**src/hdl/nlc_pkg.sv**
```systemverilog
`timescale 1ns / 1ps

package nlc_pkg;

   typedef enum logic [1:0] {
      BASE_DEC = 2'd0,
      BASE_HEX = 2'd1,
      BASE_OCT = 2'd2,
      BASE_BIN = 2'd3
   } base_type;

   typedef enum logic [2:0] {
      STATUS_INT_OK       = 3'd0,
      STATUS_FLOAT_OK     = 3'd1,
      STATUS_MANY_DOTS    = 3'd2,
      STATUS_DOT_IN_INT   = 3'd3,
      STATUS_BAD_DIGIT    = 3'd4,
      STATUS_OUT_OF_RANGE = 3'd5,
      STATUS_BAD_FLOAT    = 3'd6
   } status_type;

   // no error recorded yet shares the code of a clean integer
   localparam status_type ERR_NONE = STATUS_INT_OK;

   localparam logic [7:0] CHAR_ZERO  = 8'h30;  // '0'
   localparam logic [7:0] CHAR_NINE  = 8'h39;  // '9'
   localparam logic [7:0] CHAR_LA    = 8'h61;  // 'a'
   localparam logic [7:0] CHAR_LF    = 8'h66;  // 'f'
   localparam logic [7:0] CHAR_UA    = 8'h41;  // 'A'
   localparam logic [7:0] CHAR_UF    = 8'h46;  // 'F'
   localparam logic [7:0] CHAR_X     = 8'h78;  // 'x'
   localparam logic [7:0] CHAR_O     = 8'h6f;  // 'o'
   localparam logic [7:0] CHAR_B     = 8'h62;  // 'b'
   localparam logic [7:0] CHAR_DOT   = 8'h2e;  // '.'

   // scan state carried from one character to the next
   typedef struct packed {
      base_type    base;
      logic [1:0]  dots;
      status_type  err;
      logic [7:0]  err_char;
      logic [63:0] acc;
      logic        ovf;
      logic        saw;
   } scan_type;

   localparam scan_type SCAN_RESET = '{
      base:     BASE_DEC,
      dots:     2'd0,
      err:      ERR_NONE,
      err_char: 8'd0,
      acc:      64'd0,
      ovf:      1'b0,
      saw:      1'b0
   };

endpackage

```
**src/hdl/nlc_char_step.sv**
```systemverilog
`timescale 1ns / 1ps

// Apply one character to the scan state.
module nlc_char_step (
   input  nlc_pkg::scan_type cur,
   input  logic [7:0]        char_code,
   output nlc_pkg::scan_type nxt
);

   logic [3:0]  digit;
   logic        is_digit;
   logic        in_radix;
   logic [67:0] prod;
   logic [67:0] sum;

   always_comb begin
      digit    = 4'd0;
      is_digit = 1'b0;
      if (char_code >= nlc_pkg::CHAR_ZERO && char_code <= nlc_pkg::CHAR_NINE) begin
         digit    = 4'(char_code - nlc_pkg::CHAR_ZERO);
         is_digit = 1'b1;
      end else if (char_code >= nlc_pkg::CHAR_LA && char_code <= nlc_pkg::CHAR_LF) begin
         digit    = 4'(char_code - nlc_pkg::CHAR_LA + 8'd10);
         is_digit = 1'b1;
      end else if (char_code >= nlc_pkg::CHAR_UA && char_code <= nlc_pkg::CHAR_UF) begin
         digit    = 4'(char_code - nlc_pkg::CHAR_UA + 8'd10);
         is_digit = 1'b1;
      end
   end

   always_comb begin
      case (cur.base)
         nlc_pkg::BASE_DEC: begin
            in_radix = (digit < 4'd10);
            prod     = {1'b0, cur.acc, 3'b0} + {3'b0, cur.acc, 1'b0};
         end
         nlc_pkg::BASE_HEX: begin
            in_radix = 1'b1;
            prod     = {cur.acc, 4'b0};
         end
         nlc_pkg::BASE_OCT: begin
            in_radix = (digit < 4'd8);
            prod     = {1'b0, cur.acc, 3'b0};
         end
         nlc_pkg::BASE_BIN: begin
            in_radix = (digit < 4'd2);
            prod     = {3'b0, cur.acc, 1'b0};
         end
         default: begin
            in_radix = 1'b0;
            prod     = 68'd0;
         end
      endcase
   end

   assign sum = prod + {64'd0, digit};

   always_comb begin
      nxt = cur;
      if (char_code == nlc_pkg::CHAR_DOT) begin
         if (cur.base == nlc_pkg::BASE_DEC) begin
            if (cur.dots != 2'd2) begin
               nxt.dots = cur.dots + 2'd1;
            end
         end else if (cur.err == nlc_pkg::ERR_NONE) begin
            nxt.err      = nlc_pkg::STATUS_DOT_IN_INT;
            nxt.err_char = 8'd0;
         end
      end else if (!(is_digit && in_radix)) begin
         if (cur.err == nlc_pkg::ERR_NONE) begin
            nxt.err      = nlc_pkg::STATUS_BAD_DIGIT;
            nxt.err_char = char_code;
         end
      end else begin
         nxt.saw = 1'b1;
         if (!cur.ovf) begin
            if (sum[67:64] != 4'd0) begin
               nxt.ovf = 1'b1;
               nxt.acc = '1;
            end else begin
               nxt.acc = sum[63:0];
            end
         end
      end
   end

endmodule

```
**config.mk**
```make
export PLATFORM = sky130hd
export DESIGN_NAME = nlc_char_step
export DESIGN_NICKNAME = d
export VERILOG_FILES = /design/src/hdl/nlc_pkg.sv /design/src/hdl/nlc_char_step.sv
export SDC_FILE = /design/constraint.sdc
export NUM_CORES = 1
export LEC_CHECK = 0
export ABC_AREA = 1
export BUFFER_PORTS_ARGS = -buffer_cell sky130_fd_sc_hd__buf_2
export CELL_PAD_IN_SITES_DETAIL_PLACEMENT = 0
export CELL_PAD_IN_SITES_GLOBAL_PLACEMENT = 1
export CORE_MARGIN = 2
export CORE_UTILIZATION = 39
export DETAILED_ROUTE_END_ITERATION = 8
export PLACE_DENSITY_LB_ADDON = 0.1
export SLEW_MARGIN = 10
export SYNTH_ARGS = -nofsm -noshare
export SYNTH_HDL_FRONTEND = slang
export SYNTH_SLANG_ARGS = --single-unit
```
**constraint.sdc**
```tcl
create_clock -name vclk -period 6.3
set_clock_uncertainty 0.15 [all_clocks]
set_input_delay 0.945 -clock vclk [all_inputs]
set_output_delay 0.945 -clock vclk [all_outputs]
set_load 0.05 [all_outputs]
```
==> flow_summary_export.csv, run 1 <==
group,metric,value,unit
outcome,status,"finished with violations",
final_layout,final_core_util,49.3,%
final_layout,nFillCells,3551,
final_layout,nClkBuffers,0,
placement,place_hpwl,50.6,mm
final_layout,drive_above_1_share,15.5,%
routing,post-route-drc-count,0,
clock_network,postCtsHoldBufs,0,
worst_hold_path,min_path_type,"input port to primary output",
worst_hold_path,min_path_cells,2,
global_route,grt_antenna_before_repair,0,
final_layout,syn_to_final_growth,25.3,%
global_route,gr-total-overflow,0,
critical_path,cp_max_fo,5,
critical_path,start_kind,"input port",
critical_path,end_kind,"primary output",
placement,routabilityCongestion,1.00,
sta,relSlewSlack,20.2,%
synthesis,seq_area_frac_synth,0,%
placement,dp_slack,-0.233,ns
floorplanning,die_x,179,um
synthesis,synthTopCellsByCount,"nand2_1, inv_1, nor2_1, nand3_1, nand4_1",
floorplanning,ios,170,
critical_path,cp_common_cell,"buf_4",
global_route,grt_pass1_wl,88.9,mm
routing,drtAntennaViolNets,0,
final_layout,fin_nets,3057,
synthesis,synth_area,0.0119,mm2
synthesis,ys_warn_count,0,
floorplanning,die_area,0.0320,mm2
final_layout,regArea,0,um2
run,drv_cap,0,
outcome,violations,"negative setup slack",
floorplanning,rows,64,
final_layout,multi_input_area,0.00966,mm2
critical_path,critPathSlowestCell,"fa_2",
sta,final-setup-viol-count,2,
synthesis,synthCells,2632,
routing,avgViaCountPerCell,5.35,
sta,rsz0062_at_grt,"yes",
critical_path,cpPeakStageDelay,0.38,ns
synthesis,synth_top_area_cell,"nand2_1",
synthesis,synth_area_leaders,"nand2_1, inv_1, nor2_1, nand3_1, ha_1",
floorplanning,initial_utilization,39.3,%
synthesis,synth.most_common_cell,"nand2_1",
routing,drt_first_pass_iters,8,
critical_path,path_class,"input port to primary output",
routing,wl_per_cell,18.8,um
synthesis,synth_area_per_cell,4.53,um2
sta,hold_viol,0,
sta,tightest_slew,1.20,ns
synthesis,syn_nets,2793,
routing,vias,17595,
placement,io_buffer_count,170,
sta,layout_min_cycle_time,6.34,ns
routing,routed_wl,61.7,mm
global_route,grt_max_degree,67,
worst_hold_path,whs_endpoint,"nxt[80]",
sta,worst_hold_slack,2.10,ns
sta,finalCritPeriodShare,101,%
routing,drt_iter0_drc,1709,
global_route,first_global_vias,15648,
sta,fmax,158,MHz
critical_path,arrival,5.24,ns
worst_hold_path,min_from,"cur[80]",
floorplanning,die_h,179,um
final_layout,seq_cells,0,
global_route,track_usage,36.6,%
floorplanning,core-area,0.0303,mm2
synthesis,synth_top_cell_area_share,31.1,%
synthesis,synth.distinct_cells,38,
critical_path,required,5.20,ns
sta,setup_ws,-0.0361,ns
critical_path,worstSetupStartpoint,"char_code[1]",
sta,maxSlewViolCount,0,
## metrics by stage
| stage | area, um2 | TNS (ns) | cells |
|---|---|---|---|
| 3_5_place_dp | 13800 | -11.87 | 3245 |
| 6_report | 14900 | -0.0522 | 3291 |
| 2_1_floorplan | 11900 | 0 | 2632 |
| 4_1_cts | 14300 | 0 | 3273 |
| 5_1_grt | 14900 | -6.74 | 3290 |
| 3_3_place_gp | 13800 | -7.57 | 3245 |
## cell type report
type / instances / share of cell area, %
Multi-Input combinational cell: 1955 / 64.6
Timing Repair Buffer: 322 / 16.6
Inverter: 617 / 15.5
Tap cell: 396 / 3.31
Antenna cell: 1 / 0.0167
## critical path: cells and delay by family
family,cells,cell delay [ns]
and+or+nand+nor,13,1.43
buffers and inverters,15,1.73
adders and majority gates,3,0.79
AOI/OAI and AO/OA,2,0.34
## placed cells by master, fill, tap and decap left out, drive strengths merged
| cell type | Yosys | final |
|---|---|---|
| diode | 0 | 1 |
| nand3b | 3 | 3 |
| a31oi | 1 | 1 |
| fa | 2 | 2 |
| xnor2 | 12 | 12 |
| nand2 | 992 | 992 |
| buf | 27 | 304 |
| bufbuf | 0 | 1 |
| and2 | 3 | 3 |
| nor2 | 294 | 294 |
| nor4 | 3 | 3 |
| nand4 | 93 | 93 |
| o22ai | 15 | 15 |
| o21ai | 85 | 85 |
| a21oi | 71 | 71 |
| xor2 | 32 | 32 |
| o21bai | 3 | 3 |
| a22oi | 2 | 2 |
| or2 | 5 | 5 |
| o221ai | 46 | 46 |
| inv | 615 | 615 |
| clkbuf | 33 | 17 |
| ha | 70 | 70 |
| nor3 | 25 | 25 |
| and3 | 2 | 2 |
| clkinv | 2 | 2 |
| nand3 | 196 | 196 |
## per-layer routing
layer / part of all wire (%) / global-route usage (%) / vias to the layer above
met5: 0 / 0 / -
met4: 2.8 / 7.99 / 0
met3: 8.7 / 3.67 / 112
met2: 45 / 61.4 / 787
met1: 43 / 50.2 / 8066
li1: - / - / 8630
## kinds of logic after synthesis
kind of cell,after synthesis,synth area share (%)
adder cells (fa/ha/maj),72,7.67
AND/OR/NAND/NOR,1616,56.3
XOR/XNOR,44,3.23
buffers and inverters,677,21.8
AO/OA/AOI/OAI,223,11.1
## worst max-delay path by stage
stage | slack [ns] | end | cells past startpoint
floorplan | 0.03 | nxt[60] | 27
detailed placement | -0.23 | nxt[1] | 30
CTS | 0.006 | nxt[57] | 33
global route | -0.18 | nxt[57] | 32
global placement | -0.19 | nxt[62] | 31
finish | -0.04 | nxt[57] | 33
## what timing repair did
| item | CTS | global route |
|---|---|---|
| setup buffers | 25 | 13 |
| pin swaps | 15 | 51 |
| endpoints found under the setup margin | 65 | 65 |
| gates resized for setup | 49 | 176 |
| gates cloned | 3 | 6 |
==> run 2: changes to the inputs <==
==> constraint.sdc (replaced) <==
create_clock -name vclk -period 6.3
set_clock_uncertainty 0.15 [all_clocks]
set_input_delay 1.26 -clock vclk [all_inputs]
set_output_delay 1.26 -clock vclk [all_outputs]
set_load 0.05 [all_outputs]
==> run 2 against run 1 <==
Against the previous run: the flow still finishes with violations (negative setup slack); global-route usage up 2.0 points; routed wire length up 3.8%; non-clock buffer count up 355; utilization up 10 points; final cell count up 11%; maximum frequency down 8.5%; critical path type unchanged.
==> flow_summary_export.csv, run 2 (synthesis gave the netlist of run 1 again) <==
group,metric,value,unit
outcome,status,"finished with violations",
outcome,violations,"negative setup slack",
sta,finalCritPeriodShare,110,%
critical_path,end_kind,"primary output",
worst_hold_path,min_path_cells,4,
global_route,grt_antenna_before_repair,0,
routing,drt_iter0_drc,1850,
power_and_ir_drop,total_power,1.73,mW
routing,wl_per_cell,17.6,um
critical_path,path_class,"input port to primary output",
placement,io_buffer_count,170,
global_route,track_usage,38.5,%
final_layout,nClkBuffers,0,
sta,relSlewSlack,27.3,%
sta,tightest_slew,1.09,ns
floorplanning,die_area,0.0320,mm2
routing,vias,18846,
global_route,grt_max_degree,64,
power_and_ir_drop,leakage,10.9,nW
critical_path,cp_max_fo,5,
floorplanning,initial_utilization,39.3,%
sta,rsz0062_at_grt,"yes",
sta,layout_min_cycle_time,6.92,ns
critical_path,cpPeakStageDelay,0.38,ns
global_route,grt_pass1_wl,95.2,mm
floorplanning,die_x,179,um
routing,avgViaCountPerCell,5.17,
run,drv_cap,0,
routing,drtAntennaViolNets,0,
placement,dp_slack,-0.702,ns
sta,maxSlewViolCount,0,
global_route,first_global_vias,17788,
critical_path,arrival,5.51,ns
critical_path,start_kind,"input port",
worst_hold_path,whs_endpoint,"nxt[1]",
final_layout,drive_above_1_share,25.5,%
floorplanning,die_h,179,um
worst_hold_path,min_from,"cur[1]",
clock_network,postCtsHoldBufs,0,
final_layout,final_common_cell,"nand2_1",
final_layout,seq_cells,0,
final_layout,regArea,0,um2
global_route,gr-total-overflow,0,
placement,place_hpwl,53.0,mm
final_layout,n_antenna_cell,0,
floorplanning,rows,64,
routing,routed_wl,64.0,mm
critical_path,required,4.89,ns
critical_path,cp_common_cell,"nand2_2",
final_layout,layout_common_cells,"nand2_1, inv_1, buf_4",
floorplanning,core-area,0.0303,mm2
floorplanning,ios,170,
final_layout,syn_to_final_growth,51.3,%
sta,final-setup-viol-count,65,
power_and_ir_drop,vdd_drop_max,37.0,uV
worst_hold_path,min_path_type,"input port to primary output",
final_layout,fin_nets,3412,
sta,fmax,144,MHz
critical_path,critPathSlowestCell,"fa_2",
routing,drt_first_pass_iters,6,
routing,post-route-drc-count,0,
power_and_ir_drop,p_per_area,96.0,mW/mm2
sta,setup_ws,-0.621,ns
sta,hold_viol,0,
placement,routabilityCongestion,1.07,
run 2: final cells by class:
class	instances	area (um2)
multi-input combinational	1955	9760
tap	396	495
timing repair buffer	677	5430
fill	3223	12300
inverter	617	2360
run 2: how the worst max path moves through the flow:
stage                     cells past startpoint         start  endpoint
after global placement                       30  char_code[4]   nxt[36]
after detailed placement                     31  char_code[1]   nxt[15]
after floorplan                              28  char_code[4]   nxt[36]
after CTS                                    31  char_code[4]   nxt[57]
after global routing                         35  char_code[0]   nxt[15]
final                                        37  char_code[0]    nxt[9]
run 2: critical path, delay by kind of cell:
family	cells	cell delay, ns
simple gates	24	2.70
fa+ha+maj	1	0.38
buf+inv	12	1.14
run 2: through the flow:
step / instances / setup TNS (ns) / cell area [um2] / hold WS [ns] / util (%)
floorplan: 2632 / -6.21 / 12100 / 2.54 / -
global placement: 3597 / -34.15 / 16700 / 2.77 / 55.0
detailed placement: 3597 / -41.94 / 16700 / 2.77 / 55.0
CTS: 3624 / -28.07 / 17600 / 2.77 / 57.9
global route: 3645 / -52.50 / 18100 / 2.80 / 59.5
finish: 3645 / -36.28 / 18100 / 2.77 / 59.5
run 2: routing by layer:
layer | vias to the layer above | track usage (%) | part of all wire [%]
met5 | - | 0 | 0
met4 | 0 | 17.1 | 5.7
met3 | 200 | 5.11 | 7.6
met2 | 848 | 67.4 | 47
met1 | 8453 | 46.8 | 40
li1 | 9345 | - | -
run 2: report_power, final:
part | switching, mW | internal [mW]
sequential | 0 | 0
combinational | 1.05 | 0.686
clock | 0 | 0
total | 1.05 | 0.686
run 2: what timing repair did:
action	CTS	global route
endpoints found under the hold margin	0	0
pin swaps	44	67
cloned	6	4
resized for setup	176	96
buffers inserted	22	19
endpoints found under the setup margin	65	65
No activity file was read; power rests on OpenSTA's default activity.
==> run 3: changes to the inputs <==
--- a/config.mk
+++ b/config.mk
@@ -9,8 +9,9 @@
 export BUFFER_PORTS_ARGS = -buffer_cell sky130_fd_sc_hd__buf_2
 export CELL_PAD_IN_SITES_DETAIL_PLACEMENT = 0
 export CELL_PAD_IN_SITES_GLOBAL_PLACEMENT = 1
+export CORE_ASPECT_RATIO = 1.4
 export CORE_MARGIN = 2
-export CORE_UTILIZATION = 39
+export CORE_UTILIZATION = 42
 export DETAILED_ROUTE_END_ITERATION = 8
 export PLACE_DENSITY_LB_ADDON = 0.1
 export SLEW_MARGIN = 10
==> constraint.sdc (replaced) <==
create_clock -name vclk -period 8.4
set_clock_uncertainty 0.15 [all_clocks]
set_input_delay 1.68 -clock vclk [all_inputs]
set_output_delay 1.68 -clock vclk [all_outputs]
set_load 0.05 [all_outputs]
==> run 3 against run 2 <==
Against the previous run: the run now ends clean; cell area fell by 25%; die area fell by 6.9%; setup slack improved by 0.95 ns; sequential share of layout area did not move; global-route usage fell by 0.20 points; total power fell by 43%; non-clock buffer count fell by 474; worst hold slack improved by 0.84 ns; critical path depth fell by 6; combinational power fell by 43%; clock-buffer cell count did not move; critical path type unchanged; largest cell class unchanged; largest power group unchanged.
==> flow_summary_export.csv, run 3 (synthesis gave the netlist of run 1 again) <==
group,metric,value,unit
final_layout,drive_above_1_share,9.30,%
sta,setup_ws,0.330,ns
final_layout,seq_cells,0,
routing,drt_first_pass_iters,9,
routing,vias,16870,
routing,drt_iter0_drc,1513,
sta,tightest_slew,1.17,ns
routing,routed_wl,59.4,mm
critical_path,required,6.57,ns
placement,placed_cells,3141,
routing,avgViaCountPerCell,5.36,
routing,drtAntennaViolNets,0,
global_route,first_global_vias,15710,
sta,fmax,124,MHz
floorplanning,die_h,203,um
placement,io_buffer_count,170,
global_route,grt_max_degree,65,
floorplanning,die_area,0.0298,mm2
run,drv_cap,0,
placement,dp_slack,0.0932,ns
critical_path,path_class,"input port to primary output",
sta,maxSlewViolCount,0,
final_layout,regArea,0,um2
power_and_ir_drop,leakage,8.42,nW
sta,finalCritPeriodShare,96.1,%
placement,place_hpwl,50.4,mm
floorplanning,ios,170,
final_layout,instances_no_fill,3150,
routing,wl_per_cell,18.9,um
outcome,status,"finished, final reports clean",
global_route,gr-total-overflow,0,
critical_path,critPathSlowestCell,"fa_2",
final_layout,syn_to_final_growth,12.9,%
critical_path,start_kind,"input port",
power_and_ir_drop,power.internal,0.277,mW
sta,hold_viol,0,
floorplanning,core-area,0.0282,mm2
floorplanning,die_x,146,um
placement,routabilityCongestion,1.02,
power_and_ir_drop,p_sw,0.705,mW
final_layout,n_antenna_cell,0,
critical_path,cpPeakStageDelay,0.38,ns
power_and_ir_drop,p_per_area,72.9,mW/mm2
final_layout,fin_area,0.0135,mm2
power_and_ir_drop,p_comb_share,100.0,%
floorplanning,initial_utilization,42.3,%
sta,final-setup-viol-count,0,
final_layout,final_common_cell,"nand2_1",
floorplanning,rows,73,
sta,relSlewSlack,22.0,%
power_and_ir_drop,clkPwrFrac,0,%
power_and_ir_drop,vdd_drop_max,37.7,uV
critical_path,cp_common_cell,"nand2_1",
final_layout,nClkBuffers,0,
routing,post-route-drc-count,0,
critical_path,end_kind,"primary output",
final_layout,layout_common_cells,"nand2_1, inv_1, nor2_1",
final_layout,fin_nets,2938,
worst_hold_path,min_path_type,"input port to primary output",
power_and_ir_drop,switching_share,71.8,%
global_route,grt_antenna_before_repair,0,
sta,layout_min_cycle_time,8.07,ns
sta,tns,0,ns
global_route,grt_pass1_wl,88.6,mm
final_layout,nFillCells,3451,
global_route,track_usage,38.3,%
final_layout,final_core_util,47.8,%
power_and_ir_drop,pwr-share-seq,0,%
critical_path,cp_max_fo,4,
critical_path,arrival,6.24,ns
placement,placed_cell_area,0.0132,mm2
==> run 3: changes by cell type in the layout (fill, tap and decap cells not counted), moves of 25 or more <==
cell	before	now
buf_2	103	145
buf_4	475	43
buf_6	74	7
inv_1	562	597
nand2_1	961	987
nand2_2	30	5
==> run 3: cell type report <==
| class | instances | area [um2] | share of cell area [%] |
|---|---|---|---|
| repair buffers | 203 | 1300 | 9.63 |
| inverters | 617 | 2320 | 17.2 |
| multi-input cells | 1955 | 9400 | 69.7 |
| well taps | 375 | 469 | 3.48 |
==> run 3: path summary, 6_finish.rpt <==
check	from	to	slack (ns)	depth (start not counted)
worst max-delay path	char_code[4]	nxt[37]	0.33	31
worst min-delay path	cur[0]	nxt[0]	3.61	3
==> run 3: what timing repair did <==
item	4_1_cts	5_1_grt
hold buffers	0	0
gates resized for setup	0	73
endpoints found under the setup margin	0	65
buffers inserted	0	7
==> run 3: power groups by stage <==
stage	sequential, mW	clock, mW	combinational [mW]
6_report	0	0	0.982
5_1_grt	0	0	1.07
4_1_cts	0	0	0.942
3_5_place_dp	0	0	0.939
3_3_place_gp	0	0	0.936
2_1_floorplan	0	0	0.643
==> run 3: per-layer routing <==
layer	track usage, %	vias to the layer above	part of all wire [%]
met5	0	-	0
met4	26.9	0	9.1
met3	2.37	218	5.5
met2	69.1	757	47
met1	42.9	7498	38
li1	-	8397	-
==> run 3: critical path: cells and delay by family <==
| kind | cells | cell delay, ns |
|---|---|---|
| simple gates | 24 | 3.58 |
| buf+inv | 6 | 0.58 |
| fa+ha+maj | 1 | 0.38 |
==> run 3: through the flow <==
step	hold WS [ns]	power [mW]
global placement	3.61	0.936
finish	3.61	0.982
detailed placement	3.61	0.939
CTS	3.61	0.942
floorplan	3.38	0.643
global route	3.63	1.07
